**src/rtl/cbsm_pkg.sv**
```systemverilog
// shared types, constants and the log2 fraction table builder for the
// channel busy and sinr window monitor; no dependencies
`default_nettype none

package cbsm_pkg;

	// field widths
	localparam int TIME_BITS  = 48;
	localparam int COUNT_BITS = 16;
	localparam int SINR_BITS  = 32;
	localparam int WLEN_BITS  = 32;
	localparam int DB_BITS    = 16;
	localparam int UTIL_BITS  = 17;
	localparam int SUM_BITS   = 32;
	localparam int FRAC_BITS  = 16;

	// stream packing
	localparam int S_DATA_BITS = 88;
	localparam int S_USER_BITS = 2;
	localparam int M_DATA_BITS = 56;
	localparam int M_USER_BITS = 1;

	// configuration port
	localparam int APB_ADDR_BITS = 3;
	localparam int APB_DATA_BITS = 32;
	localparam logic [0:0] REG_WLEN = 1'b0;
	localparam logic [WLEN_BITS-1:0] WLEN_RESET = 32'd1000000;

	// input action codes
	localparam logic [1:0] ACTION_BUSY = 2'd0;
	localparam logic [1:0] ACTION_SINR = 2'd1;
	localparam logic [1:0] ACTION_WEND = 2'd2;

	// log table and db conversion
	localparam int LOG_ENTRIES = 64;
	localparam int IDX_BITS    = $clog2(LOG_ENTRIES);
	localparam int LOFF_BITS   = 25;
	localparam int PROD_BITS   = 43;
	localparam int DBW_BITS    = 21;
	localparam logic [17:0] DB_PER_LOG2 = 18'd197283;
	localparam logic [8:0]  EXP_OFFSET  = 9'd240;

	// window statistics
	localparam logic signed [DB_BITS-1:0] DB_INF = 16'sd32767;
	localparam logic [COUNT_BITS-1:0] COUNT_MAX = '1;
	localparam logic [UTIL_BITS-1:0] UTIL_FULL = 17'h10000;

	// iterative divider
	localparam int DIV_BITS = WLEN_BITS + FRAC_BITS;
	localparam int DEN_BITS = 32;
	localparam int DCNT_BITS = $clog2(DIV_BITS);

	// queue between front and back
	localparam int QDEPTH = 4;
	localparam int QPTR_BITS = $clog2(QDEPTH);

	typedef enum logic [1:0] {
		KIND_BUSY,
		KIND_SINR,
		KIND_WEND
	} kind_t;

	typedef struct packed {
		kind_t                      kind;
		logic [TIME_BITS-1:0]       now_time;
		logic                       busy_level;
		logic signed [DB_BITS-1:0]  db;
	} item_t;

	typedef struct packed {
		logic full;
		logic empty;
	} qstat_t;

	typedef logic [LOG_ENTRIES-1:0][FRAC_BITS-1:0] log_tab_t;

	// log2(1 + i/entries) in q0.16, truncated, by repeated squaring
	function automatic log_tab_t build_log_tab();
		log_tab_t          tab;
		logic [63:0]       y;
		logic [FRAC_BITS-1:0] acc;
		tab = '0;
		for (int i = 0; i < LOG_ENTRIES; i++) begin
			y = (64'd1 << 31) + (64'(i) << (31 - IDX_BITS));
			acc = '0;
			for (int b = FRAC_BITS - 1; b >= 0; b--) begin
				y = (y * y) >> 31;
				if (y >= (64'd1 << 32)) begin
					acc[b] = 1'b1;
					y = y >> 1;
				end
			end
			tab[i] = acc;
		end
		return tab;
	endfunction

endpackage

`default_nettype wire

```
**src/rtl/cbsm_div.sv**
```systemverilog
// restoring divider, one quotient bit per cycle
// depends on cbsm_pkg
`default_nettype none

module cbsm_div (
	input  wire logic                          clk,
	input  wire logic                          arst_n,
	input  wire logic                          start,
	input  wire logic [cbsm_pkg::DIV_BITS-1:0] dividend,
	input  wire logic [cbsm_pkg::DEN_BITS-1:0] divisor,
	output logic                               busy,
	output logic [cbsm_pkg::DIV_BITS-1:0]      quotient
);
	import cbsm_pkg::*;

	logic [DEN_BITS-1:0]  rem_q;
	logic [DIV_BITS-1:0]  quo_q;
	logic [DEN_BITS-1:0]  den_q;
	logic [DCNT_BITS-1:0] cnt_q;
	logic                 busy_q;
	logic [DEN_BITS:0]    trial;
	logic [DEN_BITS:0]    diff;
	logic                 ge;

	always_comb begin
		trial = {rem_q, quo_q[DIV_BITS-1]};
		diff  = trial - {1'b0, den_q};
		ge    = trial >= {1'b0, den_q};
	end

	always_ff @(posedge clk or negedge arst_n) begin
		if (!arst_n) begin
			busy_q <= 1'b0;
			cnt_q  <= '0;
			rem_q  <= '0;
			quo_q  <= '0;
			den_q  <= '0;
		end else if (start) begin
			busy_q <= 1'b1;
			cnt_q  <= '0;
			rem_q  <= '0;
			quo_q  <= dividend;
			den_q  <= divisor;
		end else if (busy_q) begin
			rem_q <= ge ? diff[DEN_BITS-1:0] : trial[DEN_BITS-1:0];
			quo_q <= {quo_q[DIV_BITS-2:0], ge};
			cnt_q <= cnt_q + 1'b1;
			if (cnt_q == DCNT_BITS'(DIV_BITS - 1))
				busy_q <= 1'b0;
		end
	end

	assign busy     = busy_q;
	assign quotient = quo_q;

endmodule

`default_nettype wire

```
**src/rtl/cbsm_front.sv**
```systemverilog
// front end: accepts input beats, drops ignored ones, converts sinr to db
// depends on cbsm_pkg
`default_nettype none

module cbsm_front (
	input  wire logic                             clk,
	input  wire logic                             arst_n,
	input  wire logic                             s_tvalid,
	output logic                                  s_tready,
	input  wire logic [cbsm_pkg::S_DATA_BITS-1:0] s_tdata,
	input  wire logic [cbsm_pkg::S_USER_BITS-1:0] s_tuser,
	input  wire cbsm_pkg::qstat_t                 qstat,
	output logic                                  push,
	output cbsm_pkg::item_t                       item
);
	import cbsm_pkg::*;

	localparam log_tab_t LOG_TAB = build_log_tab();

	logic                  front_en;
	logic                  take;
	logic [1:0]            action;
	logic [TIME_BITS-1:0]  in_now;
	logic                  in_level;
	logic [SINR_BITS-1:0]  in_sinr;
	logic                  keep;
	kind_t                 in_kind;

	logic                  valid_s1;
	kind_t                 kind_s1;
	logic [TIME_BITS-1:0]  now_s1;
	logic                  level_s1;
	logic [SINR_BITS-1:0]  sinr_s1;

	logic                  valid_s2;
	kind_t                 kind_s2;
	logic [TIME_BITS-1:0]  now_s2;
	logic                  level_s2;
	logic [LOFF_BITS-1:0]  loff_s2;

	logic                  valid_s3;
	kind_t                 kind_s3;
	logic [TIME_BITS-1:0]  now_s3;
	logic                  level_s3;
	logic [PROD_BITS-1:0]  prod_s3;

	logic [4:0]            lead;
	logic [SINR_BITS-1:0]  norm;
	logic [IDX_BITS-1:0]   idx;
	logic [8:0]            expo;
	logic [LOFF_BITS-1:0]  loff;
	logic [PROD_BITS:0]    rnd;
	logic [DBW_BITS-1:0]   dbw;

	// whole pipe moves unless the last stage is stuck on a full queue
	assign front_en = !valid_s3 || !qstat.full;
	assign s_tready = front_en;
	assign take     = s_tvalid && front_en;

	// tdata: now_time, busy_level, linear_sinr; tuser: action
	assign in_now   = s_tdata[TIME_BITS-1:0];
	assign in_level = s_tdata[TIME_BITS];
	assign in_sinr  = s_tdata[TIME_BITS+SINR_BITS:TIME_BITS+1];
	assign action   = s_tuser;

	always_comb begin
		keep    = 1'b0;
		in_kind = KIND_BUSY;
		unique case (action)
			ACTION_BUSY: begin
				keep    = 1'b1;
				in_kind = KIND_BUSY;
			end
			ACTION_SINR: begin
				keep    = in_sinr != '0;
				in_kind = KIND_SINR;
			end
			ACTION_WEND: begin
				keep    = 1'b1;
				in_kind = KIND_WEND;
			end
			default: begin
				keep    = 1'b0;
				in_kind = KIND_BUSY;
			end
		endcase
	end

	// leading one, normalize, table lookup
	always_comb begin
		lead = '0;
		for (int b = 0; b < SINR_BITS; b++)
			if (sinr_s1[b])
				lead = 5'(b);
		norm = sinr_s1 << (5'd31 - lead);
		idx  = norm[SINR_BITS-2 -: IDX_BITS];
		expo = 9'(lead) + EXP_OFFSET;
		loff = {expo, {FRAC_BITS{1'b0}}} + LOFF_BITS'(LOG_TAB[idx]);
	end

	// round the q11.32 product down to q8.8 and remove the offset
	always_comb begin
		rnd = {1'b0, prod_s3} + (PROD_BITS+1)'(64'd1 << 23);
		dbw = DBW_BITS'(rnd[PROD_BITS:24]) - DBW_BITS'(DB_PER_LOG2);
	end

	always_ff @(posedge clk or negedge arst_n) begin
		if (!arst_n) begin
			valid_s1 <= 1'b0;
			valid_s2 <= 1'b0;
			valid_s3 <= 1'b0;
		end else if (front_en) begin
			valid_s1 <= take && keep;
			valid_s2 <= valid_s1;
			valid_s3 <= valid_s2;
		end
	end

	always_ff @(posedge clk) begin
		if (front_en) begin
			kind_s1  <= in_kind;
			now_s1   <= in_now;
			level_s1 <= in_level;
			sinr_s1  <= in_sinr;
			kind_s2  <= kind_s1;
			now_s2   <= now_s1;
			level_s2 <= level_s1;
			loff_s2  <= loff;
			kind_s3  <= kind_s2;
			now_s3   <= now_s2;
			level_s3 <= level_s2;
			prod_s3  <= PROD_BITS'(loff_s2) * PROD_BITS'(DB_PER_LOG2);
		end
	end

	assign push            = valid_s3 && !qstat.full;
	assign item.kind       = kind_s3;
	assign item.now_time   = now_s3;
	assign item.busy_level = level_s3;
	assign item.db         = dbw[DB_BITS-1:0];

	a_stall_holds: assert property (@(posedge clk) disable iff (!arst_n)
		!front_en |=> valid_s3 && $stable(prod_s3) && $stable(now_s3))
		else $error("front pipe moved during a queue stall");

endmodule

`default_nettype wire

```
**src/rtl/cbsm_queue.sv**
```systemverilog
// short register queue between the front and back ends
// depends on cbsm_pkg
`default_nettype none

module cbsm_queue (
	input  wire logic            clk,
	input  wire logic            arst_n,
	input  wire logic            push,
	input  wire cbsm_pkg::item_t wr_item,
	input  wire logic            pop,
	output cbsm_pkg::item_t      rd_item,
	output cbsm_pkg::qstat_t     qstat
);
	import cbsm_pkg::*;

	item_t                entry_q [QDEPTH];
	logic [QPTR_BITS-1:0] wr_ptr_q;
	logic [QPTR_BITS-1:0] rd_ptr_q;
	logic [QPTR_BITS:0]   cnt_q;

	always_ff @(posedge clk or negedge arst_n) begin
		if (!arst_n) begin
			wr_ptr_q <= '0;
			rd_ptr_q <= '0;
			cnt_q    <= '0;
		end else begin
			if (push)
				wr_ptr_q <= wr_ptr_q + 1'b1;
			if (pop)
				rd_ptr_q <= rd_ptr_q + 1'b1;
			if (push && !pop)
				cnt_q <= cnt_q + 1'b1;
			else if (pop && !push)
				cnt_q <= cnt_q - 1'b1;
		end
	end

	always_ff @(posedge clk) begin
		if (push)
			entry_q[wr_ptr_q] <= wr_item;
	end

	assign rd_item     = entry_q[rd_ptr_q];
	assign qstat.full  = cnt_q == (QPTR_BITS+1)'(QDEPTH);
	assign qstat.empty = cnt_q == '0;

	a_no_overflow: assert property (@(posedge clk) disable iff (!arst_n)
		push |-> !qstat.full)
		else $error("queue written while full");

	a_no_underflow: assert property (@(posedge clk) disable iff (!arst_n)
		pop |-> !qstat.empty)
		else $error("queue read while empty");

	a_count_bound: assert property (@(posedge clk) disable iff (!arst_n)
		cnt_q <= (QPTR_BITS+1)'(QDEPTH))
		else $error("queue count beyond depth");

endmodule

`default_nettype wire

```
**src/rtl/cbsm_back.sv**
```systemverilog
// back end: busy time and sinr statistics, window end division and result register
// depends on cbsm_pkg and cbsm_div
`default_nettype none

module cbsm_back (
	input  wire logic                           clk,
	input  wire logic                           arst_n,
	input  wire logic [cbsm_pkg::WLEN_BITS-1:0] wlen,
	input  wire cbsm_pkg::item_t                item,
	input  wire cbsm_pkg::qstat_t               qstat,
	output logic                                pop,
	output logic                                m_tvalid,
	input  wire logic                           m_tready,
	output logic [cbsm_pkg::M_DATA_BITS-1:0]    m_tdata,
	output logic [cbsm_pkg::M_USER_BITS-1:0]    m_tuser
);
	import cbsm_pkg::*;

	typedef enum logic {
		ST_IDLE,
		ST_DIV
	} state_t;

	state_t                      state_q;
	logic                        busy_q;
	logic [TIME_BITS-1:0]        since_q;
	logic [TIME_BITS-1:0]        total_q;
	logic signed [SUM_BITS-1:0]  sum_q;
	logic signed [DB_BITS-1:0]   min_q;
	logic [COUNT_BITS-1:0]       cnt_q;

	logic                        usat_q;
	logic                        neg_q;
	logic                        svalid_q;
	logic signed [DB_BITS-1:0]   wmin_q;

	logic                        m_valid_q;
	logic [UTIL_BITS-1:0]        util_q;
	logic [DB_BITS-1:0]          mean_q;
	logic [DB_BITS-1:0]          minout_q;
	logic                        vout_q;

	logic [TIME_BITS-1:0]        elapsed;
	logic [TIME_BITS:0]          tsum;
	logic [TIME_BITS-1:0]        added;
	logic [TIME_BITS-1:0]        accum;
	logic [SUM_BITS:0]           ssum;
	logic signed [SUM_BITS-1:0]  sum_next;
	logic [SUM_BITS-1:0]         mag;
	logic                        out_free;
	logic                        result_load;
	logic                        div_start;
	logic                        ubusy;
	logic                        mbusy;
	logic [DIV_BITS-1:0]         uquo;
	logic [DIV_BITS-1:0]         mquo;
	logic [DB_BITS-1:0]          mq;

	always_comb begin
		elapsed = item.now_time - since_q;
		tsum    = {1'b0, total_q} + {1'b0, elapsed};
		added   = tsum[TIME_BITS] ? '1 : tsum[TIME_BITS-1:0];
		accum   = busy_q ? added : total_q;
		ssum    = {sum_q[SUM_BITS-1], sum_q} + (SUM_BITS+1)'(item.db);
		// saturate at the signed 32-bit limits
		if (ssum[SUM_BITS] != ssum[SUM_BITS-1])
			sum_next = ssum[SUM_BITS] ? {1'b1, {(SUM_BITS-1){1'b0}}}
			                          : {1'b0, {(SUM_BITS-1){1'b1}}};
		else
			sum_next = ssum[SUM_BITS-1:0];
		mag = sum_q[SUM_BITS-1] ? SUM_BITS'(-sum_q) : SUM_BITS'(sum_q);
		mq  = mquo[DB_BITS-1:0];
	end

	assign pop         = (state_q == ST_IDLE) && !qstat.empty;
	assign div_start   = pop && (item.kind == KIND_WEND);
	assign out_free    = !m_valid_q || m_tready;
	assign result_load = (state_q == ST_DIV) && !ubusy && !mbusy && out_free;

	cbsm_div u_util_div (
		.clk      (clk),
		.arst_n   (arst_n),
		.start    (div_start),
		.dividend ({WLEN_BITS'(accum), {FRAC_BITS{1'b0}}}),
		.divisor  (wlen),
		.busy     (ubusy),
		.quotient (uquo)
	);

	cbsm_div u_mean_div (
		.clk      (clk),
		.arst_n   (arst_n),
		.start    (div_start),
		.dividend ({{(DIV_BITS-SUM_BITS){1'b0}}, mag}),
		.divisor  ({{(DEN_BITS-COUNT_BITS){1'b0}}, cnt_q}),
		.busy     (mbusy),
		.quotient (mquo)
	);

	always_ff @(posedge clk or negedge arst_n) begin
		if (!arst_n) begin
			state_q   <= ST_IDLE;
			busy_q    <= 1'b0;
			since_q   <= '0;
			total_q   <= '0;
			sum_q     <= '0;
			min_q     <= DB_INF;
			cnt_q     <= '0;
			usat_q    <= 1'b0;
			neg_q     <= 1'b0;
			svalid_q  <= 1'b0;
			wmin_q    <= '0;
			m_valid_q <= 1'b0;
			util_q    <= '0;
			mean_q    <= '0;
			minout_q  <= '0;
			vout_q    <= 1'b0;
		end else begin
			if (result_load)
				m_valid_q <= 1'b1;
			else if (m_valid_q && m_tready)
				m_valid_q <= 1'b0;
			unique case (state_q)
				ST_IDLE: begin
					if (pop) begin
						unique case (item.kind)
							KIND_BUSY: begin
								if (item.busy_level && !busy_q) begin
									since_q <= item.now_time;
									busy_q  <= 1'b1;
								end else if (!item.busy_level && busy_q) begin
									total_q <= added;
									busy_q  <= 1'b0;
								end
							end
							KIND_SINR: begin
								if ($signed(item.db) < min_q)
									min_q <= item.db;
								if (cnt_q != COUNT_MAX) begin
									sum_q <= sum_next;
									cnt_q <= cnt_q + 1'b1;
								end
							end
							KIND_WEND: begin
								usat_q   <= accum >= TIME_BITS'(wlen);
								neg_q    <= sum_q[SUM_BITS-1];
								svalid_q <= cnt_q != '0;
								wmin_q   <= min_q;
								total_q  <= '0;
								if (busy_q)
									since_q <= item.now_time;
								sum_q    <= '0;
								min_q    <= DB_INF;
								cnt_q    <= '0;
								state_q  <= ST_DIV;
							end
							default: begin
								state_q <= ST_IDLE;
							end
						endcase
					end
				end
				ST_DIV: begin
					if (result_load) begin
						util_q    <= usat_q ? UTIL_FULL : {1'b0, uquo[FRAC_BITS-1:0]};
						mean_q    <= !svalid_q ? '0 : (neg_q ? DB_BITS'(-mq) : mq);
						minout_q  <= svalid_q ? wmin_q : '0;
						vout_q    <= svalid_q;
						state_q   <= ST_IDLE;
					end
				end
				default: begin
					state_q <= ST_IDLE;
				end
			endcase
		end
	end

	// tdata: utilization, sinr_mean_db, sinr_min_db; tuser: sinr_valid
	assign m_tvalid = m_valid_q;
	assign m_tdata  = {{(M_DATA_BITS-UTIL_BITS-2*DB_BITS){1'b0}}, minout_q, mean_q, util_q};
	assign m_tuser  = vout_q;

	a_div_only_in_window: assert property (@(posedge clk) disable iff (!arst_n)
		(ubusy || mbusy) |-> state_q == ST_DIV)
		else $error("divider running outside window end");

	a_window_clears: assert property (@(posedge clk) disable iff (!arst_n)
		div_start |=> cnt_q == '0 && min_q == DB_INF && total_q == '0 && sum_q == '0)
		else $error("window statistics not cleared at window end");

	a_util_bound: assert property (@(posedge clk) disable iff (!arst_n)
		m_valid_q |-> util_q <= UTIL_FULL)
		else $error("utilization beyond full scale");

endmodule

`default_nettype wire

```
**src/rtl/channel_busy_and_sinr_window_monitor_top.sv**
```systemverilog
// top level of the channel busy and sinr window monitor
// depends on cbsm_pkg, cbsm_front, cbsm_queue, cbsm_back (and cbsm_div below it)
`default_nettype none

// usage
//  - input stream s_*: one beat per event; tuser carries the action (busy level
//    change, sinr sample or window end), tdata the time, level and linear sinr
//  - output stream m_*: one beat per window end with utilization (q1.16, 65536 is
//    fully busy), mean and minimum sinr in db (signed q8.8) and sinr_valid in tuser
//  - apb port: register 0 at byte address 0 is the window length in ticks; the user
//    must write it only while the block is idle; the block does not enforce this
//  - path: busy changes and samples pass the 3 front stages and the queue and
//    are then absorbed by the back end; a window end gives its result once the
//    two 48-step restoring dividers that run side by side in the back end are
//    done
//  - throughput: one beat per cycle into the front pipe while s_tready is high;
//    the back end takes one busy change or sample per cycle, none while dividing
//  - ignored beats (unused action, zero sinr) are taken and dropped
//  - a 4-deep queue parts front from back, so beats keep flowing while a window
//    end divides; when it fills, s_tready drops
//  - a result waits in the output register while m_tready is low; the back end
//    holds its next window end until that register is taken
//  - reset clears the control and window state at once: idle channel, empty window,
//    minimum at +infinity, window length 1000000
module channel_busy_and_sinr_window_monitor_top (
	input  wire logic                               clk,
	input  wire logic                               arst_n,
	// s_tdata: now_time [47:0], busy_level [48], linear_sinr [80:49], zero pad
	input  wire logic                               s_tvalid,
	output logic                                    s_tready,
	input  wire logic [cbsm_pkg::S_DATA_BITS-1:0]   s_tdata,
	// s_tuser: action [1:0]
	input  wire logic [cbsm_pkg::S_USER_BITS-1:0]   s_tuser,
	// m_tdata: utilization [16:0], sinr_mean_db [32:17], sinr_min_db [48:33], zero pad
	output logic                                    m_tvalid,
	input  wire logic                               m_tready,
	output logic [cbsm_pkg::M_DATA_BITS-1:0]        m_tdata,
	// m_tuser: sinr_valid [0]
	output logic [cbsm_pkg::M_USER_BITS-1:0]        m_tuser,
	input  wire logic                               psel,
	input  wire logic                               penable,
	input  wire logic                               pwrite,
	input  wire logic [cbsm_pkg::APB_ADDR_BITS-1:0] paddr,
	input  wire logic [cbsm_pkg::APB_DATA_BITS-1:0] pwdata,
	output logic [cbsm_pkg::APB_DATA_BITS-1:0]      prdata,
	output logic                                    pready
);
	import cbsm_pkg::*;

	logic [WLEN_BITS-1:0] wlen_q;
	logic                 cfg_wr;
	logic                 push;
	logic                 pop;
	item_t                fr_item;
	item_t                bk_item;
	qstat_t               qstat;

	// configuration register, no wait states
	assign pready = 1'b1;
	assign cfg_wr = psel && penable && pwrite && pready;

	always_ff @(posedge clk or negedge arst_n) begin
		if (!arst_n)
			wlen_q <= WLEN_RESET;
		else if (cfg_wr && paddr[APB_ADDR_BITS-1] == REG_WLEN)
			wlen_q <= pwdata[WLEN_BITS-1:0];
	end

	assign prdata = (paddr[APB_ADDR_BITS-1] == REG_WLEN) ? APB_DATA_BITS'(wlen_q) : '0;

	// classify beats and convert samples to db
	cbsm_front u_front (
		.clk      (clk),
		.arst_n   (arst_n),
		.s_tvalid (s_tvalid),
		.s_tready (s_tready),
		.s_tdata  (s_tdata),
		.s_tuser  (s_tuser),
		.qstat    (qstat),
		.push     (push),
		.item     (fr_item)
	);

	// decoupling queue
	cbsm_queue u_queue (
		.clk     (clk),
		.arst_n  (arst_n),
		.push    (push),
		.wr_item (fr_item),
		.pop     (pop),
		.rd_item (bk_item),
		.qstat   (qstat)
	);

	// window state, division and result register
	cbsm_back u_back (
		.clk      (clk),
		.arst_n   (arst_n),
		.wlen     (wlen_q),
		.item     (bk_item),
		.qstat    (qstat),
		.pop      (pop),
		.m_tvalid (m_tvalid),
		.m_tready (m_tready),
		.m_tdata  (m_tdata),
		.m_tuser  (m_tuser)
	);

endmodule

`default_nettype wire
```
**config.mk**
```make
export PLATFORM = sky130hd
export DESIGN_NAME = channel_busy_and_sinr_window_monitor_top
export DESIGN_NICKNAME = d
export VERILOG_FILES = /design/src/rtl/cbsm_pkg.sv /design/src/rtl/cbsm_div.sv /design/src/rtl/cbsm_front.sv /design/src/rtl/cbsm_queue.sv /design/src/rtl/cbsm_back.sv /design/src/rtl/channel_busy_and_sinr_window_monitor_top.sv
export SDC_FILE = /design/constraint.sdc
export NUM_CORES = 2
export LEC_CHECK = 0
export BUFFER_PORTS_ARGS = -buffer_cell sky130_fd_sc_hd__buf_2
export CELL_PAD_IN_SITES_DETAIL_PLACEMENT = 0
export CELL_PAD_IN_SITES_GLOBAL_PLACEMENT = 2
export CORE_MARGIN = 3
export CORE_UTILIZATION = 30
export CTS_CLUSTER_SIZE = 16
export DETAILED_ROUTE_END_ITERATION = 10
export PLACE_DENSITY_LB_ADDON = 0.3
export SLEW_MARGIN = 20
export SYNTH_ARGS = -nofsm -noshare
export SYNTH_HDL_FRONTEND = slang
export SYNTH_SLANG_ARGS = --single-unit
```
**constraint.sdc**
```tcl
create_clock -name clk -period 13 [get_ports clk]
set_clock_uncertainty 0.1 [all_clocks]
set_input_delay 0.65 -clock clk [delete_from_list [all_inputs] [get_ports clk]]
set_output_delay 0.65 -clock clk [all_outputs]
set_load 0.005 [all_outputs]
```
### After elaboration in Yosys (flattened, before gate mapping)

Memories as Yosys holds them, arrays and structs flattened.
Cells that the tools add are included.
W data, S select, Z words.

| cells by class | value |
|---|---|
| $add $sub $neg | 19 |
| multiply operators | 1 |
| magnitude comparators | 5 |
| eq/ne operators | 15 |
| shift-type cells | 1 |
| mux-type cells | 88 |
| bitwise operators | 2 |
| reduce and logical (&&, ||, !) cells | 48 |

Operators with widths:

| cell | count |
|---|---|
| $mux W48 | 10 |
| $mux W32 | 11 |
| $pmux W48 S2 | 2 |
| $mux W16 | 6 |
| $mux W5 | 16 |
| $pmux W16 S2 | 2 |
| $pmux W32 S2 | 1 |
| $add A48 B48 Y49 | 1 |
| $ge A48 B32 Y1 | 1 |
| $sub A48 B48 Y48 | 1 |
| $add A40 B24 Y40 const B | 1 |
| $mul A25 B18 Y40 const B | 1 |
| $add A32 B16 Y33 | 1 |
| $ge A33 B16 Y1 | 1 |
| $ge A33 B32 Y1 | 1 |
| $mux W4 | 8 |
| $neg A32 Y32 | 1 |
| $reduce_bool A32 Y1 | 1 |
| $shl A32 B5 Y31 | 1 |
| $sub A32 B16 Y32 | 1 |
| $sub A32 B32 Y32 | 1 |
| $add A25 B16 Y25 | 1 |
| $mux W6 | 4 |
| $mux W3 | 6 |
| 37 further kinds | 99 |

| storage, ports and cells | value |
|---|---|
| flip-flop bits (word level) | 746 |
| memory bits (writable) | 268 |
| memory bits (read-only) | 1,024 |
| logic and storage cells | 226 |
| memories kept | 2 |

Memories:

| name | words | width | read ports | clocked after memory_dff | wr ports | line | source |
|---|---|---|---|---|---|---|---|
| (name not given) | 64 | 16 | 1 | 0 | 0 | cbsm_front.sv:98 | `loff = {expo, {FRAC_BITS{1'b0}}} + LOFF_BITS'(LOG_TAB[idx]);` |
| u_queue.entry_q | 4 | 67 | 1 | 0 | 1 | cbsm_queue.sv:16 | `item_t entry_q [QDEPTH];` |

### Depth between registers and ports, before layout

| logic depth | value |
|---|---|
| depth in word-level cells | 36 |
| depth in mapped cells | 44 |

### Hierarchy

From an unflattened synthesis, not the netlist that was laid out.

| second synthesis, totals | value |
|---|---|
| cells, all modules | 5,731 |
| area, all modules | 60,575.6 µm² |

Modules (own cells, without submodules):

| module | times used | cells an instance | area an instance (µm²) | seq. area each (µm²) |
|---|---|---|---|---|
| cbsm_back | 1 | 2,272 | 18,740.5 | 5,824.3 |
| cbsm_front | 1 | 1,385 | 15,939.0 | 6,801.5 |
| cbsm_div | 2 | 792 | 7,131.8 | 2,977.9 |
| cbsm_queue | 1 | 385 | 10,069.7 | 8,222.9 |
| channel_busy_and_sinr_window_monitor_top | 1 | 105 | 1,562.7 | 809.5 |

### Least setup slack after synthesis

OpenSTA, ideal clock, no wires.

| path | value |
|---|---|
| path kind | reg-to-reg |
| start point | register u_queue.rd_ptr_q[0] |
| end point | register u_back.usat_q |
| setup time | 0.134 ns |
| data arrival time | 9.218 ns |
| required time | 12.766 ns |
| path slack | 3.548 ns |
| cell stages (with the launch flop) | 43 |
| path buffers | 4 |
| period minus slack after synthesis | 9.452 ns |
| cell sequence | dfrtp_1 clkbuf_1 clkbuf_1 buf_1 mux4_2 ha_1 a21o_1 a21o_1 a221o_1 a21oi_1 nand2_1 a211o_1 a31oi_1 nor2b_1 a21oi_1 o21bai_1 a21o_1 xor2_1 [7 not listed] a31oi_1 clkbuf_1 nand2_1 o22ai_1 inv_1 ha_1 nand4_1 nor4_1 a21oi_1 nand3_1 nor3_1 o31ai_1 nor3_1 nand4_1 nor4_1 o2111ai_1 a2111oi_0 nor3_1 |

RTL lines:

| item | line | source |
|---|---|---|
| start: declaration | cbsm_queue.sv:18 | `logic [QPTR_BITS-1:0] rd_ptr_q;` |
| start signal: assignment | cbsm_queue.sv:30 | `rd_ptr_q <= rd_ptr_q + 1'b1;` |
| end signal: assignment | cbsm_back.sv:145 | `usat_q <= accum >= TIME_BITS'(wlen);` |
| end: declaration | cbsm_back.sv:32 | `logic usat_q;` |

### Final worst setup path

| path | value |
|---|---|
| start point | register u_queue.rd_ptr_q[1] |
| end point | register u_back.usat_q |

| between the ends | value |
|---|---|
| word-level cells in the longest chain between the ends | 6 |
| elaborated cells on any way between the ends | 8 |
| classes of those cells | add/sub: 2; order compare: 1; eq/ne: 1; mux: 2; reduce/logical: 1; memory: 1 |

RTL lines:

| item | line | source |
|---|---|---|
| $mem_v2 Z4 W67 * | -- |  |
| $sub A48 B48 Y48 | cbsm_back.sv:60 | `elapsed = item.now_time - since_q;` |
| $add A48 B48 Y49 | cbsm_back.sv:61 | `tsum = {1'b0, total_q} + {1'b0, elapsed};` |
| $mux W48 | cbsm_back.sv:62 | `added = tsum[TIME_BITS] ? '1 : tsum[TIME_BITS-1:0];` |
| $mux W48 | cbsm_back.sv:63 | `accum = busy_q ? added : total_q;` |
| $ge A48 B32 Y1 | cbsm_back.sv:145 |  |

Every way passes the cells marked *; elsewhere a longest branch is shown, timed or not.
A chain may end at the register's enable or synchronous reset.

==> results.toml <==
[synthesis]
synthTopCellsByCount = "nand2_1 (496), edfxtp_1 (492), o21ai_0 (475)"
synth_top_family_by_area = "compound AO/OA/AOI/OAI gates"
synth_area_leaders = "edfxtp_1 (26%), dfrtp_1 (21%), ha_1 (9.1%)"
yosys.area_share.xor_xnor_pct = 3.97
yosysTopAreaCell = "edfxtp_1"
ys.flop_type = "edfxtp_1"
muxShareOfSynthArea_pct = 6.16
synth_compound_area_share_pct = 14.9
ys_warn_count = 0
yosys.area.top_type_share_pct = 25.5
synth_fa_ha_area_share_pct = 12.5
netlist_instances = 5404
synth_cell_types = 104
synthArstFlopShare_pct = 50.2
synth_edf_count = 492
syn-cell-area_um2 = 57800
yosys.area_share.simple_pct = 10.9
yosysMostFrequentCell = "nand2_1"
yosys_register_bits = 988
ys_seq_area_share_pct = 47.0
avgSynthCellArea_um2 = 10.7

[floorplan]
die_w_um = 445
design.portCount = 224
dieArea_um2 = 198000
rows = 160
fp.coreArea_um2 = 191000
initial_core_util_pct = 30.3
die_h_um = 445

[route]
drtPass1Iterations = 5
wl_per_cell_um = 18.5
drcViolationCount = 0
dr_total_vias = 40400
drtIter0Drc = 2437
vias_per_cell = 4.89
ant_nets = 0
routed_wl_um = 153000

[placed_design]
gp_congestion = 0.831
place_hpwl_um = 110000
dp_slack_ns = 1.96
numPortBuffers = 206

[timing]
fin_crit_ns = 10.99
slew_viol_final = 0
worst_pin_slew_ns = 1.04
setup_slack_ns = 2.01
max_slew_margin_pct = 30.8
fmax_ghz = 0.0910
rsz0062_at_grt = "false"
fin_crit_sh_pct = 84.5
tns_ns = 0
hold_violations = 0
report.final.setup_viol = 0

[cts]
cts_max_level = 3
cts_root_buffer = "clkbuf_16"
clkTransAtPathRegs_ns = 0.06
clock_latency_ns = 0.74
post_cts_buffers = 0
clockBufferDepth = 3
clock-sinks = 988
tritoncts = "done"
numCtsBuffers = 112

[grt]
grt_usage_pct = 15.2
grt_max_degree = 186
grt_pass1_vias = 40600
antenna_found_initial = 7
grt_overflow = 0
grt_pass1_wl_um = 241000

[setup_path]
worstSetupEndpointType = "flip-flop"
crit_slowest_cell = "dfrtp_2"
cp.required_ns = 13.50
path_max_fanout = 29
cpPeakStageDelay_ns = 0.88
crit_arrival_ns = 11.49
start_kind = "flip-flop"
critical_path_class = "reg -> reg"

[finish]
fin_nets = 6298
syn_to_final_growth_pct = 15.1
drive_gt1_share_pct = 11.4

[min_path]
hp-class = "in -> reg"

[run]
drv_cap = 0

[status]
status = "finished clean"
-- logic make-up after synthesis --
family	after synthesis
xor+xnor	262
fa+ha+maj	527
simple gates	1357
flops	988
other cells	2
compound gates	1359
mux	266
buf+inv	643
-- critical path, delay by kind of cell (launching register included) --
family	cells	cell delay, ns
mux	1	0.38
buf+inv	2	0.34
fa+ha+maj	4	1.32
xor+xnor	1	0.18
compound gates	19	5.87
simple gates	9	1.83
flops	1	0.88
-- layer usage --
layer	track usage (%)	routed length [µm]	up-vias
met4	3.94	3370	0
met1	22.2	76300	19600
met3	1.97	5290	171
met5	0	0	-
li1	-	-	20000
met2	23.8	67600	617
-- path summary, 6_finish.rpt --
path | start | end | depth (start not counted) | slack (ns)
min reg2reg | u_front.kind_s2[0]$_DFFE_PN_ | u_front.kind_s3[0]$_DFFE_PN_ | 0 | 0.26
min in group asynchronous | arst_n | u_back.mean_q[12]$_DFFE_PN0P_ | 2 | 0.42
max in group asynchronous | arst_n | u_back.since_q[37]$_DFFE_PN0P_ | 5 | 9.39
min | pwdata[19] | wlen_q[19]$_DFFE_PN1P_ | 2 | 0.07
max | u_queue.rd_ptr_q[1]$_DFFE_PN0P_ | u_back.usat_q$_DFFE_PN0P_ | 36 | 2.01
max reg2reg | u_queue.rd_ptr_q[1]$_DFFE_PN0P_ | u_back.usat_q$_DFFE_PN0P_ | 36 | 2.01
-- cells in the final DEF, fill, tap and decap left out, types with 156 or more instances in the layout --
cell type / instances
ha_1: 419
buf_2: 205
a21oi_1: 279
nor2_1: 351
o21ai_0: 475
dfrtp_1: 469
edfxtp_1: 492
mux2i_1: 156
inv_1: 403
nand2_1: 495
xnor2_1: 168
-- registers in the layout (all words and copies together), names as in the netlist, 48 cells and up --
register and flops:
u_queue.entry_q 268, u_back.since_q 48, u_back.total_q 48, u_back.u_mean_div.quotient 48, u_back.u_util_div.quotient 48, u_front.now_s1 48, u_front.now_s2 48, u_front.now_s3 48
-- cell type report --
cell class / count / area [µm²]
fillers: 19200 / 124000
diodes: 6 / 15.0
flip-flops and latches: 988 / 27200
clock inverters: 62 / 785
multi-input cells: 3779 / 28200
clock buffers: 147 / 3140
well taps: 2511 / 3140
repair buffers: 364 / 2500
inverters: 409 / 1550
-- metrics by stage --
step	cell area [µm²]	hold WS (ns)	std cells	util, %
2_1_floorplan	57900	0.254	5410	-
3_3_place_gp	61500	0.302	7946	32.2
3_5_place_dp	61600	0.305	7946	32.2
4_1_cts	66500	0.000636	8260	34.8
5_1_grt	66500	0.0274	8262	34.8
6_report	66600	0.0738	8266	34.8
-- what timing repair did --
action / in CTS / in global routing
setup endpoints to repair: 0 / 0
resized for setup: 0 / 0
hold buffers: 105 / 0
hold endpoints to repair: 179 / 0
Power is not shown: default switching activity piles up to over one toggle a cycle in this logic, so the estimate is an artifact.
